File: config.mk
export PLATFORM = sky130hd
export DESIGN_NAME = fps_radius
export DESIGN_NICKNAME = d
export VERILOG_FILES = /design/src/sv/fps_pkg.sv /design/src/sv/fps_radius.sv
export SDC_FILE = /design/constraint.sdc
export NUM_CORES = 2
export LEC_CHECK = 0
export BUFFER_PORTS_ARGS = -buffer_cell sky130_fd_sc_hd__clkbuf_2
export CAP_MARGIN = 10
export CORE_ASPECT_RATIO = 1.5
export CORE_MARGIN = 2
export CORE_UTILIZATION = 55
export CTS_BUF_LIST = sky130_fd_sc_hd__clkbuf_8
export CTS_CLUSTER_SIZE = 24
export DETAILED_ROUTE_END_ITERATION = 10
export GPL_TIMING_DRIVEN = 0
export PLACE_DENSITY = 0.77
export REMOVE_ABC_BUFFERS = 1
export SLEW_MARGIN = 25
export SYNTH_ARGS = -nofsm -noshare
export SYNTH_HDL_FRONTEND = slang
export SYNTH_SLANG_ARGS = --single-unit
export TNS_END_PERCENT = 5
File: constraint.sdc
create_clock -name clock -period 12.7 [get_ports clock]
set_input_delay 2.54 -clock clock [delete_from_list [all_inputs] [get_ports clock]]
set_output_delay 2.54 -clock clock [all_outputs]
set_load 0.01 [all_outputs]
File: src/sv/fps_pkg.sv
// ----------------------------------------------------------------------------
// Footprint circle package
// Shared widths, register indexes, circle codes and the types that are passed
// between the parts of the footprint circle transform.
// ----------------------------------------------------------------------------
package fps_pkg;

   localparam int LENGTH_W    = 16;
   localparam int RADIUS_W    = 17;
   localparam int SINCOS_W    = 17;
   localparam int HEADING_W   = 12;
   localparam int INDEX_W     = 3;
   localparam int CSR_INDEX_W = 2;

   localparam logic [CSR_INDEX_W-1:0] REG_FRONT_LENGTH = 2'd0;
   localparam logic [CSR_INDEX_W-1:0] REG_REAR_LENGTH  = 2'd1;
   localparam logic [CSR_INDEX_W-1:0] REG_BODY_WIDTH   = 2'd2;

   localparam logic [INDEX_W-1:0] CIRCLE_REAR_LEFT   = 3'd0;
   localparam logic [INDEX_W-1:0] CIRCLE_REAR_RIGHT  = 3'd1;
   localparam logic [INDEX_W-1:0] CIRCLE_FRONT_LEFT  = 3'd2;
   localparam logic [INDEX_W-1:0] CIRCLE_FRONT_RIGHT = 3'd3;
   localparam logic [INDEX_W-1:0] CIRCLE_BOUND       = 3'd4;

   typedef enum logic [1:0] {
      R_IDLE,
      R_MULT,
      R_LOAD,
      R_ITER
   } radius_state_type;

   typedef struct packed {
      logic [RADIUS_W-1:0] corner;
      logic [RADIUS_W-1:0] bound;
   } radii_type;

endpackage

File: src/sv/fps_radius.sv
// ----------------------------------------------------------------------------
// Footprint radius unit
// Recomputes the corner and bounding radii as rounded-down square roots of the
// body dimensions, bit by bit in two parallel lanes.
// ----------------------------------------------------------------------------
module fps_radius (
   input  logic                          clock,
   input  logic                          reset,
   input  logic                          start,
   input  logic [fps_pkg::LENGTH_W-1:0]  front_length,
   input  logic [fps_pkg::LENGTH_W-1:0]  rear_length,
   input  logic [fps_pkg::LENGTH_W-1:0]  body_width,
   output logic                          busy,
   output fps_pkg::radii_type            radii
);

   localparam int RAD_W = 34;

   fps_pkg::radius_state_type state_ff, state_in;

   logic [31:0]        ww_ff, ww_in;
   logic [RAD_W-1:0]   ll_ff, ll_in;
   logic [RAD_W-1:0]   bit_ff, bit_in;
   logic [RAD_W-1:0]   rem_ff [2];
   logic [RAD_W-1:0]   rem_in [2];
   logic [RAD_W-1:0]   res_ff [2];
   logic [RAD_W-1:0]   res_in [2];
   logic [RAD_W:0]     trial  [2];
   logic [RAD_W:0]     bound_sum;
   logic [16:0]        len;
   fps_pkg::radii_type radii_ff, radii_in;

   assign len       = 17'(front_length) + 17'(rear_length);
   assign bound_sum = 35'(ll_ff) + 35'(ww_ff);
   assign busy      = (state_ff != fps_pkg::R_IDLE);
   assign radii     = radii_ff;

   always_ff @(posedge clock) begin
      if (reset) begin
         state_ff <= fps_pkg::R_MULT;
      end else begin
         state_ff <= state_in;
      end
   end

   always_ff @(posedge clock) begin
      ww_ff    <= ww_in;
      ll_ff    <= ll_in;
      bit_ff   <= bit_in;
      radii_ff <= radii_in;
      for (int i = 0; i < 2; i++) begin
         rem_ff[i] <= rem_in[i];
         res_ff[i] <= res_in[i];
      end
   end

   always_comb begin
      state_in = state_ff;
      ww_in    = ww_ff;
      ll_in    = ll_ff;
      bit_in   = bit_ff;
      radii_in = radii_ff;
      for (int i = 0; i < 2; i++) begin
         rem_in[i] = rem_ff[i];
         res_in[i] = res_ff[i];
         trial[i]  = 35'(res_ff[i]) + 35'(bit_ff);
      end
      case (state_ff)
         fps_pkg::R_IDLE: begin
            if (start) begin
               state_in = fps_pkg::R_MULT;
            end
         end
         fps_pkg::R_MULT: begin
            ww_in    = 32'(body_width) * 32'(body_width);
            ll_in    = 34'(len) * 34'(len);
            state_in = fps_pkg::R_LOAD;
         end
         fps_pkg::R_LOAD: begin
            rem_in[0] = {5'd0, ww_ff[31:3]};
            rem_in[1] = {1'b0, bound_sum[RAD_W:2]};
            res_in[0] = '0;
            res_in[1] = '0;
            bit_in    = {2'b01, {(RAD_W-2){1'b0}}};
            state_in  = fps_pkg::R_ITER;
         end
         fps_pkg::R_ITER: begin
            for (int i = 0; i < 2; i++) begin
               if ({1'b0, rem_ff[i]} >= trial[i]) begin
                  rem_in[i] = rem_ff[i] - trial[i][RAD_W-1:0];
                  res_in[i] = (res_ff[i] >> 1) + bit_ff;
               end else begin
                  res_in[i] = res_ff[i] >> 1;
               end
            end
            bit_in = bit_ff >> 2;
            if (bit_ff[0]) begin
               radii_in.corner = res_in[0][fps_pkg::RADIUS_W-1:0];
               radii_in.bound  = res_in[1][fps_pkg::RADIUS_W-1:0];
               state_in        = fps_pkg::R_IDLE;
            end
         end
         default: begin
            state_in = fps_pkg::R_IDLE;
         end
      endcase
   end

endmodule

Word-level counts from Yosys, hierarchy flattened --
Memories as Yosys holds them, arrays and structs flattened. Index checks and enable logic that the tools add are counted.
Storage, ports and cells: register bits after elaboration 136, bits in writable memories 136, input port bits 51, output and inout bits 35, word-level logic and storage cells 40, memories kept 2
Memories:
- rem_ff | depth 2, width 34, read ports 2, clocked after memory_dff 0, write ports 2, RTL line fps_radius.sv:24 | logic [RAD_W-1:0] rem_ff [2];
- res_ff | depth 2, width 34, read ports 2, clocked after memory_dff 0, write ports 2, RTL line fps_radius.sv:26 | logic [RAD_W-1:0] res_ff [2];
Cells by class: add/subtract/negate cells 8, $mul 2, magnitude comparators 2, equality and inequality tests 5, muxes and demuxes 10, reductions and logical operators 5
Operators by type and width (count):
- 68-bit one-hot mux with 2 select lines | 2
- 34-bit 2-to-1 mux | 4
- 34-bit by 34-bit adder with 35-bit output | 2
- 34-bit by 35-bit >= comparator with 1-bit output | 2
- 33-bit by 34-bit adder with 34-bit output | 2
- 34-bit one-hot mux with 2 select lines | 1
- 34-bit subtractor | 2
- 34-bit by 32-bit adder with 35-bit output | 1
- 17-bit by 17-bit multiplier with 34-bit output | 1
- 16-bit by 16-bit multiplier with 32-bit output | 1
- 16-bit by 16-bit adder with 17-bit output | 1
- 2-bit one-hot mux with 4 select lines | 1
- 2-bit equality test (second input constant) | 2
- 2-bit 2-to-1 mux | 2
- 2-bit != test (second input constant) | 2
- 2-bit AND reduction | 2
- 2-bit nonzero test | 2
- 2-bit by 1-bit equality test with 1-bit output (second input constant) | 1
- 2-bit logical NOT | 1

Longest topological paths before layout --
depth after elaboration 4, mapped depth 32

Worst setup path before layout --
Ideal clock, no wire load.
path kind input to register, from input port front_length[0] (netlist name), to register ll_ff[33], data pin, library setup time 0.258 ns, data arrival time 10.052 ns, required time 12.442 ns, slack 2.391 ns, cell stages on the path 30, buffers on the path 1, cells stage by stage ha_1 -> fa_1 -> a21o_1 -> a21oi_1 -> o21bai_1 -> a41o_1 -> o221ai_1 -> xor2_1 -> inv_1 -> clkbuf_1 -> nand2_1 -> fa_1 -> fa_1 -> inv_1 -> fa_1 -> fa_1 -> fa_1 -> inv_1 -> fa_1 -> inv_1 -> ha_1 -> a21o_1 -> a21o_1 -> a21o_1 -> a21oi_1 -> o21ai_1 -> a221o_1 -> nor2b_1 -> a221o_1 -> xnor2_1
Between the ends: longest elaborated chain between the ends 2
Ends and longest elaborated chain:
- start, declared | RTL line fps_radius.sv:10 | input logic [fps_pkg::LENGTH_W-1:0] front_length,
- 16-bit by 16-bit adder with 17-bit output | RTL line fps_radius.sv:33 | assign len = 17'(front_length) + 17'(rear_length);
- 17-bit by 17-bit multiplier with 34-bit output | RTL line fps_radius.sv:76 | ll_in = 34'(len) * 34'(len);
- end signal, assigned | RTL line fps_radius.sv:48 | ll_ff <= ll_in;
- end, declared | RTL line fps_radius.sv:22 | logic [RAD_W-1:0] ll_ff, ll_in;
Every way passes these cells. A chain may end at the register's enable or synchronous reset.

Final worst setup path --
Same ends and word-level chain as after synthesis.

==> results.py <==
metrics = {
    "status": {
        "outcome": "finished clean",
    },
    "global_routing": {
        "grt_use_total_pct": 25.48,
        "overflow": 0,
        "antenna_found_initial": 1,
        "grt_pass1_wl_um": 129700,
        "grt_max_degree": 67,
        "first_global_vias": 26540,
    },
    "worst_setup_path": {
        "crit_path_max_incr_delay_ps": 790,
        "cp_slowest_cell": "xor2_1",
        "worstSetupEndpointType": "flop",
        "cp_common_cell": "fa_1",
        "timing.rr.end": "rem_ff[0][58]",
        "r2r-start": "bit_ff[2]",
        "rr_worst_depth": 19,
        "worstPathMaxFanout": 11,
        "rrSetupSlack_ps": 6120,
        "worst-setup-path-type": "primary input to flop",
        "worst_setup_path_start_kind": "primary input",
        "arrival_ps": 11590,
        "worstPathRequired_ps": 13010,
    },
    "cts": {
        "clockBufferDepth": 3,
        "cts_buffers": 38,
        "ctsHoldBuffers": 0,
        "cts_max_level": 2,
        "clock-sinks": 251,
        "tritoncts": "done",
        "post_cts_resized": 0,
        "clk_pin_slew_ps": 60,
        "postCtsSetupBuffers": 0,
        "root_buffer": "clkbuf_8",
        "worstSkewPairLatency_ps": 580,
    },
    "timing": {
        "slew_violations": 0,
        "rsz0062_at_grt": "no",
        "tns_ps": 0,
        "period_minus_slack_ps": 11270,
        "tightest_slew_ps": 1043,
        "whs_ps": 603.0,
        "setup_viol": 0,
        "skew_ps": 26.51,
        "min_period_over_period_pct": 88.78,
        "hold_violations": 0,
        "relSlewSlack_pct": 29.71,
        "clock.fmax_mhz": 88.69,
    },
    "logic_synthesis": {
        "yosysSeqAreaShare_pct": 22.17,
        "syn_area_sq_um": 33910,
        "synth-warning-count": 0,
        "synth_edf_count": 249,
        "synth_cell_types": 82,
        "ys_ff_latch": 251,
        "async_flop_share_pct": 0,
        "syn_inst": 3569,
        "ys.flop_type": "edfxtp_1",
        "syn_area_per_cell_sq_um": 9.500,
    },
    "min_path": {
        "holdPathEnd": "state_ff[1]",
        "hp-class": "flop to flop",
        "hold_depth": 2,
        "min_from": "state_ff[1]",
    },
    "final_layout": {
        "mostFrequentLayoutCell": "inv_1",
        "area_growth_pct": 6.761,
        "final_cell_mix": "533 x inv_1, 390 x ha_1, 357 x fa_1",
        "drive_gt1_share_pct": 6.659,
        "nets": 4420,
    },
    "floorplanning": {
        "initial_core_util_pct": 55.48,
        "num_rows": 111,
        "core_area_sq_um": 61110,
        "fp.dieArea_sq_um": 63690,
        "dieHeight_um": 308.1,
        "io_pins": 86,
        "dieWidth_um": 206.7,
    },
    "placed_design": {
        "portBuffers": 85,
        "dp_hpwl_um": 63430,
        "gp_congestion": 0.9182,
    },
    "run": {
        "maxCapViolCount": 0,
    },
    "detailed_routing": {
        "drt_first_iter_violations": 1467,
        "dr.pass1.iters": 6,
        "via_per_inst": 5.776,
        "drt-wirelength-per-cell_um": 17.79,
        "vias": 25650,
        "drc_errors": 0,
        "routed_wl_um": 79020,
        "route.antenna.remaining_nets": 0,
    },
}
worst max-delay path: cells and delay by family:
family | cells | cell delay (ps)
AO/OA/AOI/OAI | 10 | 2940
XOR/XNOR | 2 | 930
adder cells (fa/ha/maj) | 9 | 3950
buffers and inverters | 5 | 760
AND/OR/NAND/NOR | 2 | 430
cell usage after synthesis (7+ instances only):
library cell / number / share of area, %
o22ai_1: 7 / 0.13
and2_1: 96 / 1.8
o211ai_1: 15 / 0.33
nor4_1: 9 / 0.17
buf_2: 10 / 0.15
a21o_1: 79 / 1.7
clkbuf_1: 75 / 0.83
xnor2_1: 139 / 3.6
and4_1: 12 / 0.31
nand2b_1: 39 / 0.72
nand2_1: 314 / 3.5
nand4_1: 25 / 0.46
ha_1: 392 / 14
a31o_2: 10 / 0.26
o21bai_1: 38 / 0.84
nor3_1: 60 / 0.89
nor2_1: 231 / 2.6
inv_1: 529 / 5.9
o21ai_0: 122 / 1.8
o21a_1: 31 / 0.69
or3_1: 15 / 0.28
and3_1: 21 / 0.39
edfxtp_1: 249 / 22
mux2_2: 29 / 0.96
o31ai_1: 20 / 0.44
a21oi_1: 173 / 2.6
xor2_1: 121 / 3.1
o2111ai_1: 7 / 0.18
mux2i_1: 30 / 0.89
fa_1: 357 / 21
o31a_1: 8 / 0.21
a31oi_1: 58 / 1.1
a211oi_1: 43 / 0.95
nor2b_1: 37 / 0.68
or2_2: 9 / 0.17
nand3_1: 34 / 0.50
state kept, by name, indices dropped and copies added (netlist names):
| signal | count |
|---|---|
| ww_ff | 30 |
| rem_ff | 68 |
| ll_ff | 32 |
| radii | 34 |
| state_ff | 2 |
| res_ff | 68 |
| bit_ff | 17 |
metrics by stage:
stage                     std cells  util [%]  setup WS [ps]  area, sq um
after global routing           4441     59.23           1026        36200
after detailed placement       4371     57.85          887.4        35350
after global placement         4357     57.23          404.4        34970
after CTS                      4440     59.22           1442        36190
final                          4441     59.23           1425        36200
after floorplan                3481         -           2382        33550
worst max-delay path by stage:
stage	from	slack, ps	to	cells past startpoint
floorplan	front_length[0]	2380	ll_ff[33]	30
global placement	state_ff[1]	400	res_ff[0][61]	3
detailed placement	front_length[0]	890	ll_ff[33]	28
CTS	front_length[0]	1440	ll_ff[33]	28
global route	front_length[0]	1030	ll_ff[33]	28
finish	front_length[0]	1430	ll_ff[33]	28
layout make-up:
class,instances,area [sq um]
fill,5224,24910
multi-input combinational,2696,24150
sequential,251,7517
inverter,534,2007
tap,791,989.7
timing repair buffer,99,694.4
clock buffer,41,564.3
clock inverter,28,272.8
antenna,1,2.502
routing by layer:
| layer | vias up | global-route usage (%) | part of all wire, % |
|---|---|---|---|
| li1 | 12280 | - | - |
| met1 | 12430 | 29.11 | 38 |
| met2 | 693 | 46.33 | 52 |
| met3 | 249 | 2.293 | 4.0 |
| met4 | 0 | 14.12 | 6.2 |
| met5 | - | 0 | 0 |
kinds of logic (layout without fill, tap and decap cells):
logic type	count (synthesis)	after routing	share of synthesized area, %
buffers and inverters	622	702	6.945
multiplexers	64	64	2.015
adder cells (fa/ha/maj)	749	749	35.55
XOR/XNOR	260	260	6.716
flip-flops	251	251	22.17
AO/OA/AOI/OAI	693	693	13.55
AND/OR/NAND/NOR	930	930	13.06
other	0	1	0
Power is not shown: default switching activity piles up to over one toggle a cycle in this logic, so the estimate is an artifact.
