File: src/sv/fps_pkg.sv
// ----------------------------------------------------------------------------
// Footprint circle package
// Shared widths, register indexes, circle codes and the types that are passed
// between the parts of the footprint circle transform.
// ----------------------------------------------------------------------------
package fps_pkg;

   localparam int LENGTH_W    = 16;
   localparam int RADIUS_W    = 17;
   localparam int SINCOS_W    = 17;
   localparam int HEADING_W   = 12;
   localparam int INDEX_W     = 3;
   localparam int CSR_INDEX_W = 2;

   localparam logic [CSR_INDEX_W-1:0] REG_FRONT_LENGTH = 2'd0;
   localparam logic [CSR_INDEX_W-1:0] REG_REAR_LENGTH  = 2'd1;
   localparam logic [CSR_INDEX_W-1:0] REG_BODY_WIDTH   = 2'd2;

   localparam logic [INDEX_W-1:0] CIRCLE_REAR_LEFT   = 3'd0;
   localparam logic [INDEX_W-1:0] CIRCLE_REAR_RIGHT  = 3'd1;
   localparam logic [INDEX_W-1:0] CIRCLE_FRONT_LEFT  = 3'd2;
   localparam logic [INDEX_W-1:0] CIRCLE_FRONT_RIGHT = 3'd3;
   localparam logic [INDEX_W-1:0] CIRCLE_BOUND       = 3'd4;

   typedef enum logic [1:0] {
      R_IDLE,
      R_MULT,
      R_LOAD,
      R_ITER
   } radius_state_type;

   typedef struct packed {
      logic [RADIUS_W-1:0] corner;
      logic [RADIUS_W-1:0] bound;
   } radii_type;

endpackage

File: src/sv/fps_back.sv
// ----------------------------------------------------------------------------
// Footprint back end
// Steps through the five circles of each queued request, one a cycle if free,
// and rotates, rounds, translates and saturates each centre in three stages.
// ----------------------------------------------------------------------------
module fps_back #(
   parameter int COORD_BITS = 24
) (
   input  logic                              clock,
   input  logic                              reset,
   input  logic                              q_valid,
   input  logic [2*COORD_BITS+2*fps_pkg::SINCOS_W-1:0] q_data,
   output logic                              q_pop,
   input  logic [fps_pkg::LENGTH_W-1:0]      front_length,
   input  logic [fps_pkg::LENGTH_W-1:0]      rear_length,
   input  logic [fps_pkg::LENGTH_W-1:0]      body_width,
   input  fps_pkg::radii_type                radii,
   output logic                              rsp_empty,
   input  logic                              rsp_pop,
   output logic [fps_pkg::INDEX_W-1:0]       rsp_circle_index,
   output logic signed [COORD_BITS-1:0]      rsp_center_x,
   output logic signed [COORD_BITS-1:0]      rsp_center_y,
   output logic [fps_pkg::RADIUS_W-1:0]      rsp_radius,
   output logic                              rsp_last_circle
);

   localparam int SC_W   = fps_pkg::SINCOS_W;
   localparam int QW     = 2*COORD_BITS + 2*SC_W;
   localparam int PROD_W = 37;
   localparam int DX_W   = 22;
   localparam int SUM_W  = (COORD_BITS > DX_W ? COORD_BITS : DX_W) + 1;

   function automatic logic signed [COORD_BITS-1:0] saturate(
      input logic signed [SUM_W-1:0] v
   );
      logic [SUM_W-COORD_BITS:0] top;
      top = v[SUM_W-1:COORD_BITS-1];
      if (top == '0 || top == '1) begin
         return v[COORD_BITS-1:0];
      end else if (v[SUM_W-1]) begin
         return {1'b1, {(COORD_BITS-1){1'b0}}};
      end else begin
         return {1'b0, {(COORD_BITS-1){1'b1}}};
      end
   endfunction

   logic signed [COORD_BITS-1:0] q_px, q_py;
   logic signed [SC_W-1:0]       q_sin, q_cos;
   logic signed [19:0]           ox;
   logic signed [17:0]           oy;
   logic                         adv, issue;
   logic [fps_pkg::INDEX_W-1:0]  idx_ff, idx_in;

   logic                         s1_valid_ff, s2_valid_ff, s3_valid_ff;
   logic [fps_pkg::INDEX_W-1:0]  s1_idx_ff, s2_idx_ff, s3_idx_ff;
   logic signed [COORD_BITS-1:0] s1_px_ff, s1_py_ff, s2_px_ff, s2_py_ff;
   logic signed [PROD_W-1:0]     xc_ff, ys_ff, xs_ff, yc_ff;
   logic signed [PROD_W:0]       sum_x, sum_y;
   logic signed [PROD_W+1:0]     rnd_x, rnd_y;
   logic signed [DX_W-1:0]       dx_ff, dy_ff;
   logic signed [COORD_BITS-1:0] cx_ff, cy_ff;

   assign q_px  = q_data[QW-1 -: COORD_BITS];
   assign q_py  = q_data[QW-COORD_BITS-1 -: COORD_BITS];
   assign q_sin = q_data[2*SC_W-1 -: SC_W];
   assign q_cos = q_data[SC_W-1:0];

   assign adv   = !s3_valid_ff || rsp_pop;
   assign issue = q_valid && adv;
   assign q_pop = issue && (idx_ff == fps_pkg::CIRCLE_BOUND);
   assign idx_in = (idx_ff == fps_pkg::CIRCLE_BOUND) ? fps_pkg::CIRCLE_REAR_LEFT
                                                     : idx_ff + 1'b1;

   always_comb begin
      case (idx_ff)
         fps_pkg::CIRCLE_REAR_LEFT: begin
            ox = 20'(body_width) - {2'b00, rear_length, 2'b00};
            oy = {1'b0, body_width, 1'b0};
         end
         fps_pkg::CIRCLE_REAR_RIGHT: begin
            ox = 20'(body_width) - {2'b00, rear_length, 2'b00};
            oy = -{1'b0, body_width, 1'b0};
         end
         fps_pkg::CIRCLE_FRONT_LEFT: begin
            ox = {2'b00, front_length, 2'b00} - 20'(body_width);
            oy = {1'b0, body_width, 1'b0};
         end
         fps_pkg::CIRCLE_FRONT_RIGHT: begin
            ox = {2'b00, front_length, 2'b00} - 20'(body_width);
            oy = -{1'b0, body_width, 1'b0};
         end
         fps_pkg::CIRCLE_BOUND: begin
            ox = {3'b000, front_length, 1'b0} - {3'b000, rear_length, 1'b0};
            oy = '0;
         end
         default: begin
            ox = '0;
            oy = '0;
         end
      endcase
   end

   assign sum_x = (PROD_W+1)'(xc_ff) - (PROD_W+1)'(ys_ff);
   assign sum_y = (PROD_W+1)'(xs_ff) + (PROD_W+1)'(yc_ff);
   assign rnd_x = (PROD_W+2)'(sum_x) + (PROD_W+2)'(65536);
   assign rnd_y = (PROD_W+2)'(sum_y) + (PROD_W+2)'(65536);

   always_ff @(posedge clock) begin
      if (reset) begin
         idx_ff      <= fps_pkg::CIRCLE_REAR_LEFT;
         s1_valid_ff <= 1'b0;
         s2_valid_ff <= 1'b0;
         s3_valid_ff <= 1'b0;
      end else begin
         if (issue) begin
            idx_ff <= idx_in;
         end
         if (adv) begin
            s1_valid_ff <= issue;
            s2_valid_ff <= s1_valid_ff;
            s3_valid_ff <= s2_valid_ff;
         end
      end
   end

   always_ff @(posedge clock) begin
      if (adv) begin
         s1_idx_ff <= idx_ff;
         s1_px_ff  <= q_px;
         s1_py_ff  <= q_py;
         xc_ff     <= PROD_W'(ox) * PROD_W'(q_cos);
         ys_ff     <= PROD_W'(oy) * PROD_W'(q_sin);
         xs_ff     <= PROD_W'(ox) * PROD_W'(q_sin);
         yc_ff     <= PROD_W'(oy) * PROD_W'(q_cos);

         s2_idx_ff <= s1_idx_ff;
         s2_px_ff  <= s1_px_ff;
         s2_py_ff  <= s1_py_ff;
         dx_ff     <= rnd_x[PROD_W+1:17];
         dy_ff     <= rnd_y[PROD_W+1:17];

         s3_idx_ff <= s2_idx_ff;
         cx_ff     <= saturate(SUM_W'(s2_px_ff) + SUM_W'(dx_ff));
         cy_ff     <= saturate(SUM_W'(s2_py_ff) + SUM_W'(dy_ff));
      end
   end

   assign rsp_empty        = !s3_valid_ff;
   assign rsp_circle_index = s3_idx_ff;
   assign rsp_center_x     = cx_ff;
   assign rsp_center_y     = cy_ff;
   assign rsp_last_circle  = (s3_idx_ff == fps_pkg::CIRCLE_BOUND);
   assign rsp_radius       = rsp_last_circle ? radii.bound : radii.corner;

endmodule

File: config.mk
export PLATFORM = sky130hd
export DESIGN_NAME = fps_back
export DESIGN_NICKNAME = d
export VERILOG_FILES = /design/src/sv/fps_pkg.sv /design/src/sv/fps_back.sv
export SDC_FILE = /design/constraint.sdc
export NUM_CORES = 2
export LEC_CHECK = 0
export BUFFER_PORTS_ARGS = -buffer_cell sky130_fd_sc_hd__buf_2
export CAP_MARGIN = 30
export CORE_MARGIN = 2
export CORE_UTILIZATION = 55
export CTS_CLUSTER_DIAMETER = 30
export DETAILED_ROUTE_END_ITERATION = 12
export GPL_TIMING_DRIVEN = 0
export PLACE_DENSITY = 0.78
export REMOVE_ABC_BUFFERS = 1
export SYNTH_ARGS = -nofsm -noshare
export SYNTH_HDL_FRONTEND = slang
export SYNTH_SLANG_ARGS = --single-unit
File: constraint.sdc
create_clock -name clock -period 10.4 [get_ports clock]
set_clock_uncertainty 0.05 [all_clocks]
set_input_delay 1.04 -clock clock [delete_from_list [all_inputs] [get_ports clock]]
set_output_delay 1.04 -clock clock [all_outputs]
set_load 0.02 [all_outputs]
Yosys cells after proc, flatten, opt, wreduce, memory -nomap -nowiden
Cells that the tools add are included.

Add/sub/neg operators: 11. Multiply operators: 4. Eq/ne operators: 7. Muxes and demuxes: 8. Reduce and logical (&&, ||, !) cells: 13.

Operators by type and width (number): 24-bit two-way mux (4); 38-bit by 18-bit adder with 39-bit output (second input constant) (2); 20-bit by 17-bit multiplier with 37-bit output (2); 18-bit by 17-bit multiplier with 35-bit output (2); 20-bit one-hot mux with 3 select lines (1); 24-bit by 22-bit adder with 25-bit output (2); 37-bit by 35-bit adder with 38-bit output (1); 37-bit by 35-bit subtractor with 38-bit output (1); 18-bit one-hot mux with 2 select lines (1); 16-bit by 18-bit subtractor with 19-bit output (1); 18-bit by 16-bit subtractor with 19-bit output (1); 17-bit negator with 18-bit output (1); 17-bit by 17-bit subtractor with 18-bit output (1); 17-bit two-way mux (1); 2-bit OR reduction (4); 3-bit by 2-bit equality test with 1-bit output (second input constant) (2); 3-bit equality test (second input constant) (2); 2-bit equality test (second input constant) (2); 2-bit logical NOT (2); 3-bit by 1-bit adder with 3-bit output (second input constant) (1); 3-bit by 1-bit equality test with 1-bit output (second input constant) (1); 3-bit logical NOT (1); 1-bit logical OR (3); 3-bit two-way mux (1); other kinds (2) (3).

Register bits after elaboration: 347. Bits of input ports: 168. Output and inout port bits: 71. Logic and storage cells: 62.

Longest topological paths before layout
Depth after elaboration: 4. Depth in mapped cells: 36. Depth with buffers taken out: 35.

Worst setup path before layout
OpenSTA, ideal clock, no wires.

Path type: in2out. Start: in rsp_pop. End: out q_pop. Arrival time: 9507 ps. Data required time: 9310 ps. Slack: -197 ps. Stages: 4. Buffers on the path: 0. Cells stage by stage: nor2_1 inv_1 nand2_1 nor2_1.

Longest elaborated chain between the ends: 3.

RTL lines: start, declared (RTL line fps_back.sv:19) `input logic rsp_pop,`; 1-bit logical OR (RTL line fps_back.sv:68) `assign adv = !s3_valid_ff || rsp_pop;`; 1-bit logical AND (RTL line fps_back.sv:69) `assign issue = q_valid && adv;`; 1-bit logical AND (RTL line fps_back.sv:70) `assign q_pop = issue && (idx_ff == fps_pkg::CIRCLE_BOUND);`; end, declared (RTL line fps_back.sv:13) `output logic q_pop,`.

Every way passes these cells.

Worst setup path after layout
Start: in body_width[2] in the netlist's numbering. End: reg xc_ff[36] (data pin).

Longest elaborated chain between the ends: 3. Elaborated cells between the ends (all ways): 4. Classes of those cells: add/sub: 2; mul: 1; mux: 1.

RTL lines: start, declared (RTL line fps_back.sv:16) `input logic [fps_pkg::LENGTH_W-1:0] body_width,`; 18-bit by 16-bit subtractor with 19-bit output / 16-bit by 18-bit subtractor with 19-bit output (equally long branches); 20-bit one-hot mux with 3 select lines (*) (RTL line fps_back.sv:75) `case (idx_ff)`; 20-bit by 17-bit multiplier with 37-bit output (*) (RTL line fps_back.sv:131) `xc_ff <= PROD_W'(ox) * PROD_W'(q_cos);`; end signal, assigned (RTL line fps_back.sv:131); end, declared (RTL line fps_back.sv:57) `logic signed [PROD_W-1:0] xc_ff, ys_ff, xs_ff, yc_ff;`.

Mark *: on every way between the ends. The rest lies on a longest branch, timed or not. A chain may end at the register's enable or synchronous reset.

==> results.ini <==
[clocking]
cts_buffers=84
clockBufferDepth=3
clockRootBuffer=clkbuf_16
clkTransAtPathRegs_ns=0.04
cts_tree=done
clk_latency_ns=0.72
clkSinkCount=343
hold_buffers=0
cts_max_level=3

[status]
status=completed

[timing]
rsz0062_at_grt=false
fin_crit_ns=9.987
finalHoldViolCount=0
timing.fmax_ghz=0.1001
min_period_over_period=0.9603
worstMarginPinSlew_ns=1.017
setup_viol=0
final.setup.tns_ns=0
finalWorstSetupSlack_ns=0.4134
max_slew_margin=0.3219
slew_viol_final=0

[grt]
grt_max_degree=135
grt_pass1_vias=52273
track_usage=0.2720
grt_pass1_wl_mm=263.7
antenna_found_initial=17
grt_remaining_overflow=0

[cells_and_area]
multi_input_area_um2=49290
layout.cells.non_filler=8413
mostFrequentLayoutCell=inv_1
design_area_um2=72190
fillers=9240
nets=8812
final_cell_mix=inv_1 (1418), fa_1 (1260), nand2_1 (673)
area_delta_synth_final_pct=10.32
drive_gt1_frac=0.07863
seqCellArea_um2=10240

[logic_synthesis]
ys.flop_type=edfxtp_1
yosysWarningCount=0
yosysSeqAreaShare=0.1565
avgSynthCellArea_um2=9.798
synth_edf_count=337
async_flop_share=0
netlist-cell-type-count=100
synth_seq_cells=343
syn_inst=6678
syn_area_um2=65430

[floorplanning]
dieArea_um2=121700
fp.dieH_um=348.9
fp.coreArea_um2=118100
rows=126
start_util=0.5541
die_x_um=348.9
io_pins=239

[placement]
place_area_um2=68980
port_buffers=238
hpwlAfterDp_mm=125.4
dp_cells=8243
place_ws_ns=-0.3700
gp_congestion=0.9149

[setup_path]
worst_ep_required_time_ns=10.78
cpMostUsedCell=fa_1
cp_max_fo=21
cp.arrival_ns=10.36
crit_type=input pin to flip-flop
slowest_delay_ns=0.70
reg2reg_setup_slack_ns=1.37
worst_setup_path_end_kind=flip-flop
slowest_stage=fa_1
critPathLaunchType=input pin

[worst_hold_path]
hold_class=flip-flop to flip-flop

[drt]
drt-initial-drc-count=3249
routed_via_density=5.628
vias=47347
drcViolationCount=0
antenna_left=0
wl_mm=159.2
drt-wirelength-per-cell_um=18.92
dr.pass1.iters=5

[run]
max-cap-violations=0

-- cell usage after synthesis (5+ instances only) --
cell	number	area (um^2)
clkbuf_1	221	829.6
o31a_1	6	52.55
o211ai_1	21	157.7
a21boi_0	12	90.09
a211oi_1	24	180.2
o21bai_1	23	172.7
maj3_1	6	60.06
a311oi_1	7	61.31
o21ai_0	145	725.7
or3_1	18	112.6
o21ai_1	11	55.05
a211o_1	5	43.79
inv_1	1420	5330
buf_2	9	45.04
edfxtp_1	337	10120
o221ai_1	8	70.07
o21a_1	44	330.3
nand2_1	673	2526
buf_1	23	86.33
a31oi_1	28	175.2
nor2b_1	93	581.8
nand3_1	40	200.2
mux2_2	19	214.0
o31ai_1	19	142.6
or2_2	13	81.33
xor2_1	66	578.1
nor3_1	62	310.3
and2_1	563	3522
o22ai_1	6	37.54
xnor2_1	175	1533
a22oi_1	7	52.55
nand4_1	16	100.1
nand2b_1	66	412.9
ha_1	588	7357
nand3b_1	7	52.55
a21oi_1	222	1111
fa_1	1260	25220
and3_1	16	100.1
and4_1	6	52.55
dfxtp_1	6	120.1
nor2_1	194	728.2
a21o_1	91	683.2
-- registers in the layout, indices dropped and copies added, names as in the netlist, 24 cells and up --
register,flops
rsp_center_x,24
rsp_center_y,24
s1_px_ff,24
s1_py_ff,24
s2_px_ff,24
s2_py_ff,24
xc_ff,36
xs_ff,36
yc_ff,34
ys_ff,34
-- cell type report --
type                    count  area share
clock inverters            72     0.01409
well taps                1536     0.02662
diodes                      9   0.0003120
inverters                1423     0.07415
multi-input cells        4653      0.6828
clock buffers              86     0.02922
repair buffers            291     0.03094
flip-flops and latches    343      0.1419
-- kinds of logic (layout without fill, tap and decap cells) --
group           Yosys count  in the layout  share of synthesized area
compound gates          750            750                    0.07463
xor+xnor                242            242                    0.03251
fa+ha+maj              1854           1854                     0.4989
buf+inv                1682           1872                    0.09705
flops                   343            343                     0.1565
mux                      22             22                   0.003729
other cells               0              9                          0
simple gates           1785           1785                     0.1367
-- path summary, 6_finish.rpt --
check / start / endpoint / depth (start not counted)
setup / recovery: body_width[2] / xc_ff[36]$_DFFE_PN_ / 36
hold / removal: s1_px_ff[20]$_DFFE_PN_ / s2_px_ff[20]$_DFFE_PN_ / 0
hold reg to reg: s1_px_ff[20]$_DFFE_PN_ / s2_px_ff[20]$_DFFE_PN_ / 0
setup reg to reg: idx_ff[2]$_SDFFE_PP0P_ / yc_ff[34]$_DFFE_PN_ / 26
-- metrics by stage --
step | hold slack (ns) | utilization
floorplan | 0.3503 | -
global placement | 0.3504 | 0.5719
detailed placement | 0.3545 | 0.5842
CTS | 0.3518 | 0.6106
global route | 0.3622 | 0.6112
finish | 0.3472 | 0.6113
-- worst max-delay path, delay by kind of cell --
family                     cells  cell delay, ns
adders and majority gates      9            4.33
AOI/OAI and AO/OA             12            2.55
buffers and inverters          9            1.39
and+or+nand+nor                5            0.94
xor gates and xnor gates       1            0.08
-- per-layer routing --
metal  up-vias  routed length, um  global-route usage
met5         -                131                   0
li1      20932                  -                   -
met2      1941              78320              0.4669
met3       536              12670             0.05621
met4        20               7706              0.1330
met1     23918              60350              0.3262
-- what timing repair did --
item                       in CTS  in global routing
buffers inserted                0                  2
setup endpoints to repair       0                  4
resized for setup               0                  5
Power is not shown: default switching activity piles up to over one toggle a cycle in this logic, so the estimate is an artifact.
