<file path="src/sv/fps_queue.sv">
// ----------------------------------------------------------------------------
// Footprint request queue
// A two-entry first-in first-out buffer between the front end and the back
// end, so that each side can stall on its own.
// ----------------------------------------------------------------------------
module fps_queue #(
   parameter int WIDTH = 82
) (
   input  logic             clock,
   input  logic             reset,
   input  logic             push,
   input  logic [WIDTH-1:0] push_data,
   output logic             full,
   input  logic             pop,
   output logic             valid,
   output logic [WIDTH-1:0] pop_data
);

   localparam int DEPTH = 2;
   localparam int PTR_W = $clog2(DEPTH);

   logic [WIDTH-1:0] mem_ff [DEPTH];
   logic [PTR_W-1:0] wr_ptr_ff, rd_ptr_ff;
   logic [PTR_W:0]   count_ff;

   assign full     = (count_ff == (PTR_W+1)'(DEPTH));
   assign valid    = (count_ff != '0);
   assign pop_data = mem_ff[rd_ptr_ff];

   always_ff @(posedge clock) begin
      if (reset) begin
         wr_ptr_ff <= '0;
         rd_ptr_ff <= '0;
         count_ff  <= '0;
      end else begin
         if (push) begin
            wr_ptr_ff <= wr_ptr_ff + 1'b1;
         end
         if (pop) begin
            rd_ptr_ff <= rd_ptr_ff + 1'b1;
         end
         if (push && !pop) begin
            count_ff <= count_ff + 1'b1;
         end else if (pop && !push) begin
            count_ff <= count_ff - 1'b1;
         end
      end
   end

   always_ff @(posedge clock) begin
      if (push) begin
         mem_ff[wr_ptr_ff] <= push_data;
      end
   end

endmodule

</file>
<file path="config.mk">
export PLATFORM = sky130hd
export DESIGN_NAME = fps_queue
export DESIGN_NICKNAME = d
export VERILOG_FILES = /design/src/sv/fps_queue.sv
export SDC_FILE = /design/constraint.sdc
export NUM_CORES = 1
export LEC_CHECK = 0
export ABC_CLOCK_PERIOD_IN_PS = 6800
export BUFFER_PORTS_ARGS = -buffer_cell sky130_fd_sc_hd__buf_2
export CAP_MARGIN = 20
export CORE_MARGIN = 2
export CORE_UTILIZATION = 49
export CTS_CLUSTER_DIAMETER = 80
export DETAILED_ROUTE_END_ITERATION = 10
export GPL_TIMING_DRIVEN = 0
export HOLD_SLACK_MARGIN = 0.03
export PLACE_DENSITY = 0.76
export SYNTH_ARGS = -nofsm -noshare
export SYNTH_HDL_FRONTEND = slang
export SYNTH_SLANG_ARGS = --single-unit
</file>
<file path="constraint.sdc">
create_clock -name clock -period 6.8 [get_ports clock]
set_clock_uncertainty 0.2 [all_clocks]
set_input_delay 0.34 -clock clock [delete_from_list [all_inputs] [get_ports clock]]
set_output_delay 0.34 -clock clock [all_outputs]
set_load 0.005 [all_outputs]
</file>
**After elaboration in Yosys (flattened, before gate mapping)**

Memories as Yosys holds them, arrays and structs flattened. A register that Yosys moved wholly into a read port is not among the register bits.
Index checks and enable logic that the tools add are counted.

- Flip-flop bits (word level): 4
- Bits in writable memories: 164
- Memories: 1

- Add/subtract/negate cells: 4
- Equality and inequality tests: 1
- Multiplexer cells: 6
- Reduce and logical (&&, ||, !) cells: 6

Memories:

| name | depth | width | rd ports | clocked after Yosys merged registers in | write ports | line | RTL |
|---|---|---|---|---|---|---|---|
| mem_ff | 2 | 82 | 1 | 1 | 1 | 22 | `logic [WIDTH-1:0] mem_ff [DEPTH];` |

Operators by type and width:

| cell | count |
|---|---|
| 1-bit two-way mux | 4 |
| 2-bit two-way mux | 2 |
| 2-bit nonzero test | 2 |
| 1-bit adder (second input constant) | 2 |
| 2-bit by 1-bit adder with 2-bit output (second input constant) | 1 |
| 2-bit == test (second input constant) | 1 |
| 1-bit logical AND | 2 |
| 1-bit zero test | 2 |
| 2-bit by 1-bit subtractor with 2-bit output (second input constant) | 1 |

**Logic depth before layout (Yosys ltp)**

Gate-level depths: netlist of the first run.

- Depth in word-level cells: 4
- Mapped depth: 5

**Least setup slack after synthesis of the first run**

OpenSTA, ideal clock, no wires.

- Kind: register to register
- Start: register wr_ptr_ff
- End: memory mem_ff[0][0] (enable)
- Library setup time: 0.533 ns
- Data arrival time: 3.964 ns
- Required time: 6.067 ns
- Slack: 2.103 ns
- Cell stages (with the launch flop): 2
- Buffers on the path: 0
- Period minus slack after synthesis: 4.697 ns
- Cells stage by stage: dfxtp_1 nor2b_1

RTL lines:

| what | line | RTL |
|---|---|---|
| start, declared | 23 | `logic [PTR_W-1:0] wr_ptr_ff, rd_ptr_ff;` |
| start signal, assigned | 37 | `wr_ptr_ff <= wr_ptr_ff + 1'b1;` |
| end, declared | 22 |  |

No word-level cell before the write port.

==> results of run 1 <==
cell usage in the layout (no fill, tap or decap), types with 3 or more instances in the layout:
cell type      netlist  routed
nor2_1               4       4
dlygate4sd3_1        0      85
clkinvlp_4           0       3
buf_2                0     169
buf_6                8       8
clkbuf_16            0      17
dfxtp_1              5       5
clkbuf_1             0       4
edfxtp_1           164     164
clkinv_2             0       4
mux2_2              82      82
cell type report:
cell class	count	area share, %
inverter	1	0.0433
clock inverter	10	0.925
buffer	9	1.13
sequential	169	58.0
multi-input combinational	98	12.0
tap	168	2.43
clock buffer	21	5.09
timing repair buffer	257	20.4
worst max path at each step:
stage | start | to | slack (ns) | cells past startpoint
2_1_floorplan | wr_ptr_ff$_SDFFE_PP0P_ | mem_ff[0][0]$_DFFE_PP_ | 2.10 | 1
3_3_place_gp | push | mem_ff[0][65]$_DFFE_PP_ | 0.09 | 2
3_5_place_dp | push | mem_ff[0][4]$_DFFE_PP_ | 4.84 | 3
4_1_cts | flop | pop_data[40] | 4.60 | 4
5_1_grt | flop | pop_data[37] | 4.56 | 4
6_report | flop | pop_data[81] | 4.65 | 4
critical path, delay by kind of cell (launching register included):
| kind | cells | cell delay (ns) |
|---|---|---|
| buffers and inverters | 3 | 0.54 |
| DFF | 1 | 0.30 |
| muxes | 1 | 0.36 |
cells by family after synthesis:
family                   count (synthesis)
AO/OA/AOI/OAI                            2
XOR/XNOR                                 4
adder cells (fa/ha/maj)                  1
buffers and inverters                   10
flip-flops                             169
multiplexers                            82
AND/OR/NAND/NOR                          9
metrics by stage:
stage	total power (W)	hold WS, ns	cells	cell area, sq um
6_report	0.00236	0.246	733	8660
5_1_grt	0.00244	0.253	733	8660
4_1_cts	0.00238	0.229	733	8660
3_5_place_dp	0.00149	0.284	617	7290
3_3_place_gp	0.00149	0.274	614	7210
2_1_floorplan	0.00138	0.209	277	6160
metal layers:
metal | share of wire (%) | up-vias | track usage (%)
li1 | - | 1651 | -
met1 | 38 | 1732 | 18.8
met2 | 54 | 128 | 33.1
met3 | 5.8 | 21 | 5.86
met4 | 2.0 | 0 | 8.10
met5 | 0 | - | 0
flip-flops by register name (all words and copies together), names as in the netlist, named ones only:
signal     cells
rd_ptr_ff      1
wr_ptr_ff      1
count_ff       2
mem_ff       164
power groups by stage:
stage                     combinational [W]  sequential (W)  clock [W]
after CTS                          0.000282         0.00123   0.000864
after detailed placement           0.000242         0.00125          0
after global routing               0.000304         0.00124   0.000903
after global placement             0.000228         0.00126          0
after floorplan                    0.000127         0.00125          0
final                              0.000280         0.00123   0.000847
timing repair:
| item | in CTS | in global routing |
|---|---|---|
| endpoints found under the hold margin | 169 | 0 |
| buffers inserted | 0 | 0 |
| setup endpoints to repair | 0 | 0 |
| hold buffers | 85 | 0 |
==> flow_metrics.py, run 1 <==
metrics = {
    "clocking": {
        "htreeDepth": 4,
        "cts.repair.resized": 0,
        "clock-root-buffer": "clkbuf_16",
        "cts_tree": "done",
        "clk_latency_ns": 0.41,
        "cts_buffers": 17,
        "cts_buffer_depth": 2,
        "clkSinkCount": 169,
        "clk_pin_slew_worst_paths_ns": 0.06,
    },
    "critical_path": {
        "reg2reg_depth": 2,
        "worstPathMaxFanout": 10,
        "crit_slowest_cell": "mux2_2",
        "cp.required_ns": 6.26,
        "path_class": "flop to output port",
        "startpoint_type": "flop",
        "max_stage_delay_ns": 0.36,
        "path_cells": "buf_4, buf_6, mux2_2, buf_2",
        "cp.arrival_ns": 1.61,
        "endpoint_kind": "output port",
        "r2r-start": "wr_ptr_ff$_SDFFE_PP0P_",
        "reg2reg_slack_ns": 4.98,
        "timing.rr.end": "mem_ff[1][75]$_DFFE_PP_",
    },
    "power": {
        "p_sw_w": 0.000488,
        "power.share.combinational_pct": 11.9,
        "internal_power_w": 0.00187,
        "swShare_pct": 20.7,
        "powerDensity_nw_per_um2": 272,
        "p_leak_nw": 3.30,
        "seqPwrFrac_pct": 52.2,
        "ir_worst_vdd_v": 0.000193,
        "clkPwrFrac_pct": 35.9,
    },
    "route": {
        "vias_per_cell": 4.82,
        "dr_total_vias": 3532,
        "drt-pass1-iter-count": 4,
        "drc": 0,
        "wl_per_cell_um": 16.2,
        "drt-total-wl_mm": 11.9,
        "drt_iter0_drc": 277,
        "postRouteAntennaNets": 0,
    },
    "outcome": {
        "status": "finished, final reports clean",
    },
    "global_routing": {
        "grt_pass1_wl_mm": 17.8,
        "grt_overflow": 0,
        "grt.total_usage_pct": 18.1,
        "grt_pass1_vias": 3711,
        "grt_max_degree": 46,
        "antenna_found_initial": 0,
    },
    "finish": {
        "nFillCells": 774,
        "nNetsFinal": 640,
        "drive_gt1_share_pct": 51.7,
        "area_growth_syn_to_layout_pct": 40.7,
        "insertedDiodeCount": 0,
        "seq_area_sq_um": 5020,
        "final_core_util_pct": 71.2,
        "multi_input_area_sq_um": 1040,
    },
    "timing": {
        "final_hold_viol_count": 0,
        "setup_ws_ns": 4.65,
        "rsz0062_at_grt": "no",
        "min_period_ns": 2.15,
        "slew-limit-headroom_pct": 48.8,
        "setup_violations": 0,
        "period_share_pct": 31.6,
        "tns_ns": 0,
        "slew_violations": 0,
        "fmax_mhz": 465,
        "tightest_slew_ns": 0.766,
    },
    "synth": {
        "synth.area.mux_share_pct": 15.0,
        "synth_common_cells": "edfxtp_1, mux2_2, buf_6",
        "synth_compound_area_share_pct": 0.163,
        "ys.flop_type": "edfxtp_1",
        "synthSimpleGateAreaFrac_pct": 0.793,
        "synth_cells": 277,
        "synthesis.area_sq_um": 6160,
        "synth_top_family_by_area": "multiplexers",
        "synth_edf_count": 164,
        "avgSynthCellArea_sq_um": 22.2,
        "ys_types": 17,
        "synthAdderAreaFrac_pct": 0.203,
        "seq_area_frac_synth_pct": 81.6,
        "yosysMostFrequentCell": "edfxtp_1",
        "synthXorXnorAreaFrac_pct": 0.569,
        "syn_nets": 364,
        "synth_top_cell_area_share_pct": 80.0,
        "yosysWarnings": 0,
        "ys_async_sr_fraction_pct": 0,
        "synth_seq_cells": 169,
        "synthTopCellsByArea": "edfxtp_1, mux2_2, dfxtp_1",
        "synth_top_area_cell": "edfxtp_1",
    },
    "hold_path": {
        "holdCritStartpoint": "push",
        "hold_depth": 4,
        "hold-path-endpoint": "count_ff[0]$_SDFFE_PP0P_",
        "hp-class": "input pin to flop",
    },
    "placement": {
        "gp_congestion": 0.700,
        "io_buffers": 169,
        "dpl_worst_slack_ns": 4.84,
        "hpwlAfterDp_mm": 6.90,
    },
    "floorplan": {
        "start_util_pct": 50.6,
        "die_w_um": 116,
        "row_count": 40,
        "dieHeight_um": 116,
        "core_area_sq_um": 12200,
        "io_pins": 170,
        "die_area_sq_um": 13500,
    },
    "job": {
        "cap_violations": 0,
    },
}
Power figures use the tool's default switching activity.
==> run 2: changes to the inputs <==
--- a/config.mk
+++ b/config.mk
@@ -5,11 +5,11 @@
 export SDC_FILE = /design/constraint.sdc
 export NUM_CORES = 1
 export LEC_CHECK = 0
-export ABC_CLOCK_PERIOD_IN_PS = 6800
+export ABC_CLOCK_PERIOD_IN_PS = 1800
 export BUFFER_PORTS_ARGS = -buffer_cell sky130_fd_sc_hd__buf_2
 export CAP_MARGIN = 20
 export CORE_MARGIN = 2
-export CORE_UTILIZATION = 49
+export CORE_UTILIZATION = 47
 export CTS_CLUSTER_DIAMETER = 80
 export DETAILED_ROUTE_END_ITERATION = 10
 export GPL_TIMING_DRIVEN = 0
==> constraint.sdc (replaced) <==
create_clock -name clock -period 1.8 [get_ports clock]
set_clock_uncertainty 0.2 [all_clocks]
set_input_delay 0.09 -clock clock [delete_from_list [all_inputs] [get_ports clock]]
set_output_delay 0.09 -clock clock [all_outputs]
set_load 0.005 [all_outputs]
==> run 2 against run 1 <==
The run now ends with negative setup slack left. Wire length is 11% higher. Via count grew 0.71%. Core utilization increased by 2.9 points. Global-route usage increased by 0.63 points. Final cell count increased by 1.8%. Total power rose to 4.3 times the previous value. Die area up 4.1%. Register-to-register slack worse by 4.8 ns. Non-clock buffer count rose by 6. Design area rose by 8.8%. Critical endpoint is now pop_data[70]. Largest power group unchanged.
==> flow_metrics.py, run 2 (synthesis gave the netlist of run 1 again) <==
metrics = {
    "route": {
        "dr_total_vias": 3557,
        "drt-pass1-iter-count": 4,
        "wl_per_cell_um": 17.6,
        "drt-total-wl_mm": 13.2,
        "drc": 0,
        "wl_met1_mm": 5.33,
        "vias_per_cell": 4.77,
        "drt_iter0_drc": 198,
        "top_layer": "met4",
        "wl_met3_um": 666,
        "met2WireLength_mm": 6.98,
        "postRouteAntennaNets": 0,
    },
    "floorplan": {
        "io_pins": 170,
        "core_area_sq_um": 12700,
        "start_util_pct": 48.4,
        "dieHeight_um": 118,
        "die_w_um": 118,
        "die_area_sq_um": 14000,
        "row_count": 41,
    },
    "power": {
        "power.share.combinational_pct": 13.7,
        "internal_power_w": 0.00804,
        "p_leak_nw": 3.71,
        "powerDensity_nw_per_um2": 1070,
        "seqPwrFrac_pct": 46.4,
        "p_total_w": 0.0100,
        "swShare_pct": 20.0,
        "clkPwrFrac_pct": 39.9,
        "ir_worst_vdd_v": 0.000735,
        "p_sw_w": 0.00201,
    },
    "clocking": {
        "cts_tree": "done",
        "clkSinkCount": 169,
        "htreeDepth": 4,
        "clk_latency_ns": 0.42,
        "clk_pin_slew_worst_paths_ns": 0.06,
        "cts_buffers": 17,
        "clock-root-buffer": "clkbuf_16",
        "cts_buffer_depth": 2,
    },
    "timing": {
        "whs_ns": 0.0308,
        "min_period_ns": 1.86,
        "fmax_mhz": 537,
        "slew-limit-headroom_pct": 60.5,
        "setup_violations": 69,
        "rsz0062_at_grt": "yes",
        "setup_ws_ns": -0.0610,
        "period_share_pct": 103,
        "final_hold_viol_count": 0,
        "slew_violations": 0,
        "tightest_slew_ns": 0.590,
    },
    "critical_path": {
        "startpoint_type": "flop",
        "reg2reg_slack_ns": 0.14,
        "crit_slowest_cell": "dfxtp_4",
        "endpoint_kind": "output port",
        "crit_buf_inv": 3,
        "path_class": "flop to output port",
        "worstPathMaxFanout": 10,
        "cp.required_ns": 1.51,
        "cp_top_family": "buffers and inverters",
        "timing.rr.end": "mem_ff[1][13]$_DFFE_PP_",
        "reg2reg_depth": 2,
        "cp.arrival_ns": 1.57,
        "r2r-start": "wr_ptr_ff$_SDFFE_PP0P_",
        "path_cells": "buf_12, buf_6, mux2_2, buf_2",
        "max_stage_delay_ns": 0.38,
    },
    "finish": {
        "final_cell_mix": "edfxtp_1, buf_2, dlygate4sd3_1",
        "final_common_cell": "edfxtp_1",
        "nNetsFinal": 648,
        "largest_registers": "mem_ff x164, count_ff x2",
        "drive_gt1_share_pct": 53.1,
        "area_growth_syn_to_layout_pct": 53.1,
        "largest-register": "mem_ff",
        "insertedDiodeCount": 0,
        "largest_reg_flops": 164,
        "nFillCells": 740,
    },
    "placement": {
        "gp_congestion": 0.683,
        "dpl_worst_slack_ns": 0.0367,
        "io_buffers": 169,
        "hpwlAfterDp_mm": 7.05,
    },
    "global_routing": {
        "grt_max_degree": 52,
        "grt_pass1_vias": 3854,
        "grt_overflow": 0,
        "grt_pass1_wl_mm": 19.6,
        "grt.total_usage_pct": 18.7,
        "antenna_found_initial": 0,
    },
    "outcome": {
        "violations": "negative setup slack",
        "status": "finished with violations",
    },
    "job": {
        "cap_violations": 0,
    },
    "hold_path": {
        "hold-path-endpoint": "mem_ff[1][17]$_DFFE_PP_",
        "hp-class": "input pin to flop",
        "holdCritStartpoint": "push",
        "hold_depth": 2,
    },
}
[run 2: changes by cell type in the layout (fill, tap and decap cells not counted), moves of 3 or more]
cell,change
mux2_4,+42
buf_6,+37
mux2_2,-42
buf_12,+4
buf_8,+3
bufinv_16,+5
buf_2,-42
[run 2: layer usage]
metal / vias to the layer above / track usage, %
met5: - / 0
met1: 1740 / 20.8
met4: 0 / 5.88
met2: 123 / 33.4
met3: 18 / 6.76
li1: 1676 / -
[run 2: how the worst max path moves through the flow]
stage	slack [ns]	end	from	cells after the start
after global routing	-0.12	pop_data[75]	flop	4
after detailed placement	0.04	mem_ff[0][74]$_DFFE_PP_	wr_ptr_ff$_SDFFE_PP0P_	2
after global placement	-0.97	mem_ff[0][64]$_DFFE_PP_	wr_ptr_ff$_SDFFE_PP0P_	1
final	-0.06	pop_data[70]	flop	4
after floorplan	-0.37	mem_ff[0][0]$_DFFE_PP_	wr_ptr_ff$_SDFFE_PP0P_	1
after CTS	-0.09	pop_data[20]	flop	4
[run 2: cell type report]
type                    count  area, sq um  area share (%)
flip-flops and latches    169         5030            53.4
repair buffers            263         2160            22.9
multi-input cells         100         1210            12.9
clock buffers              20          437            4.63
clock inverters            12          223            2.36
well taps                 172          215            2.28
plain buffers               9          148            1.57
inverters                   1         3.75          0.0398
[run 2: power groups by stage]
| stage | sequential (W) | clock, W | combinational, W |
|---|---|---|---|
| 2_1_floorplan | 0.00472 | 0 | 0.000481 |
| 3_3_place_gp | 0.00473 | 0 | 0.000866 |
| 3_5_place_dp | 0.00473 | 0 | 0.000916 |
| 4_1_cts | 0.00465 | 0.00407 | 0.00130 |
| 5_1_grt | 0.00468 | 0.00424 | 0.00148 |
| 6_report | 0.00466 | 0.00401 | 0.00138 |
[run 2: repair_timing]
item / in CTS / in global routing
hold buffers: 86 / 0
buffers inserted: 1 / 0
endpoints found under the hold margin: 170 / 0
pin swaps: 0 / 1
cloned: 2 / 4
resized for setup: 80 / 22
setup endpoints to repair: 80 / 183
[run 2: metrics by stage]
stage                     setup TNS [ns]  std cells  cell area [sq um]  util, %
after global placement           -138.44        618               7230     56.8
after floorplan                   -48.91        277               6170        -
after detailed placement               0        621               7300     57.3
after CTS                          -7.84        742               9260     72.7
after global routing               -6.28        746               9430     74.1
final                              -1.94        746               9430     74.1
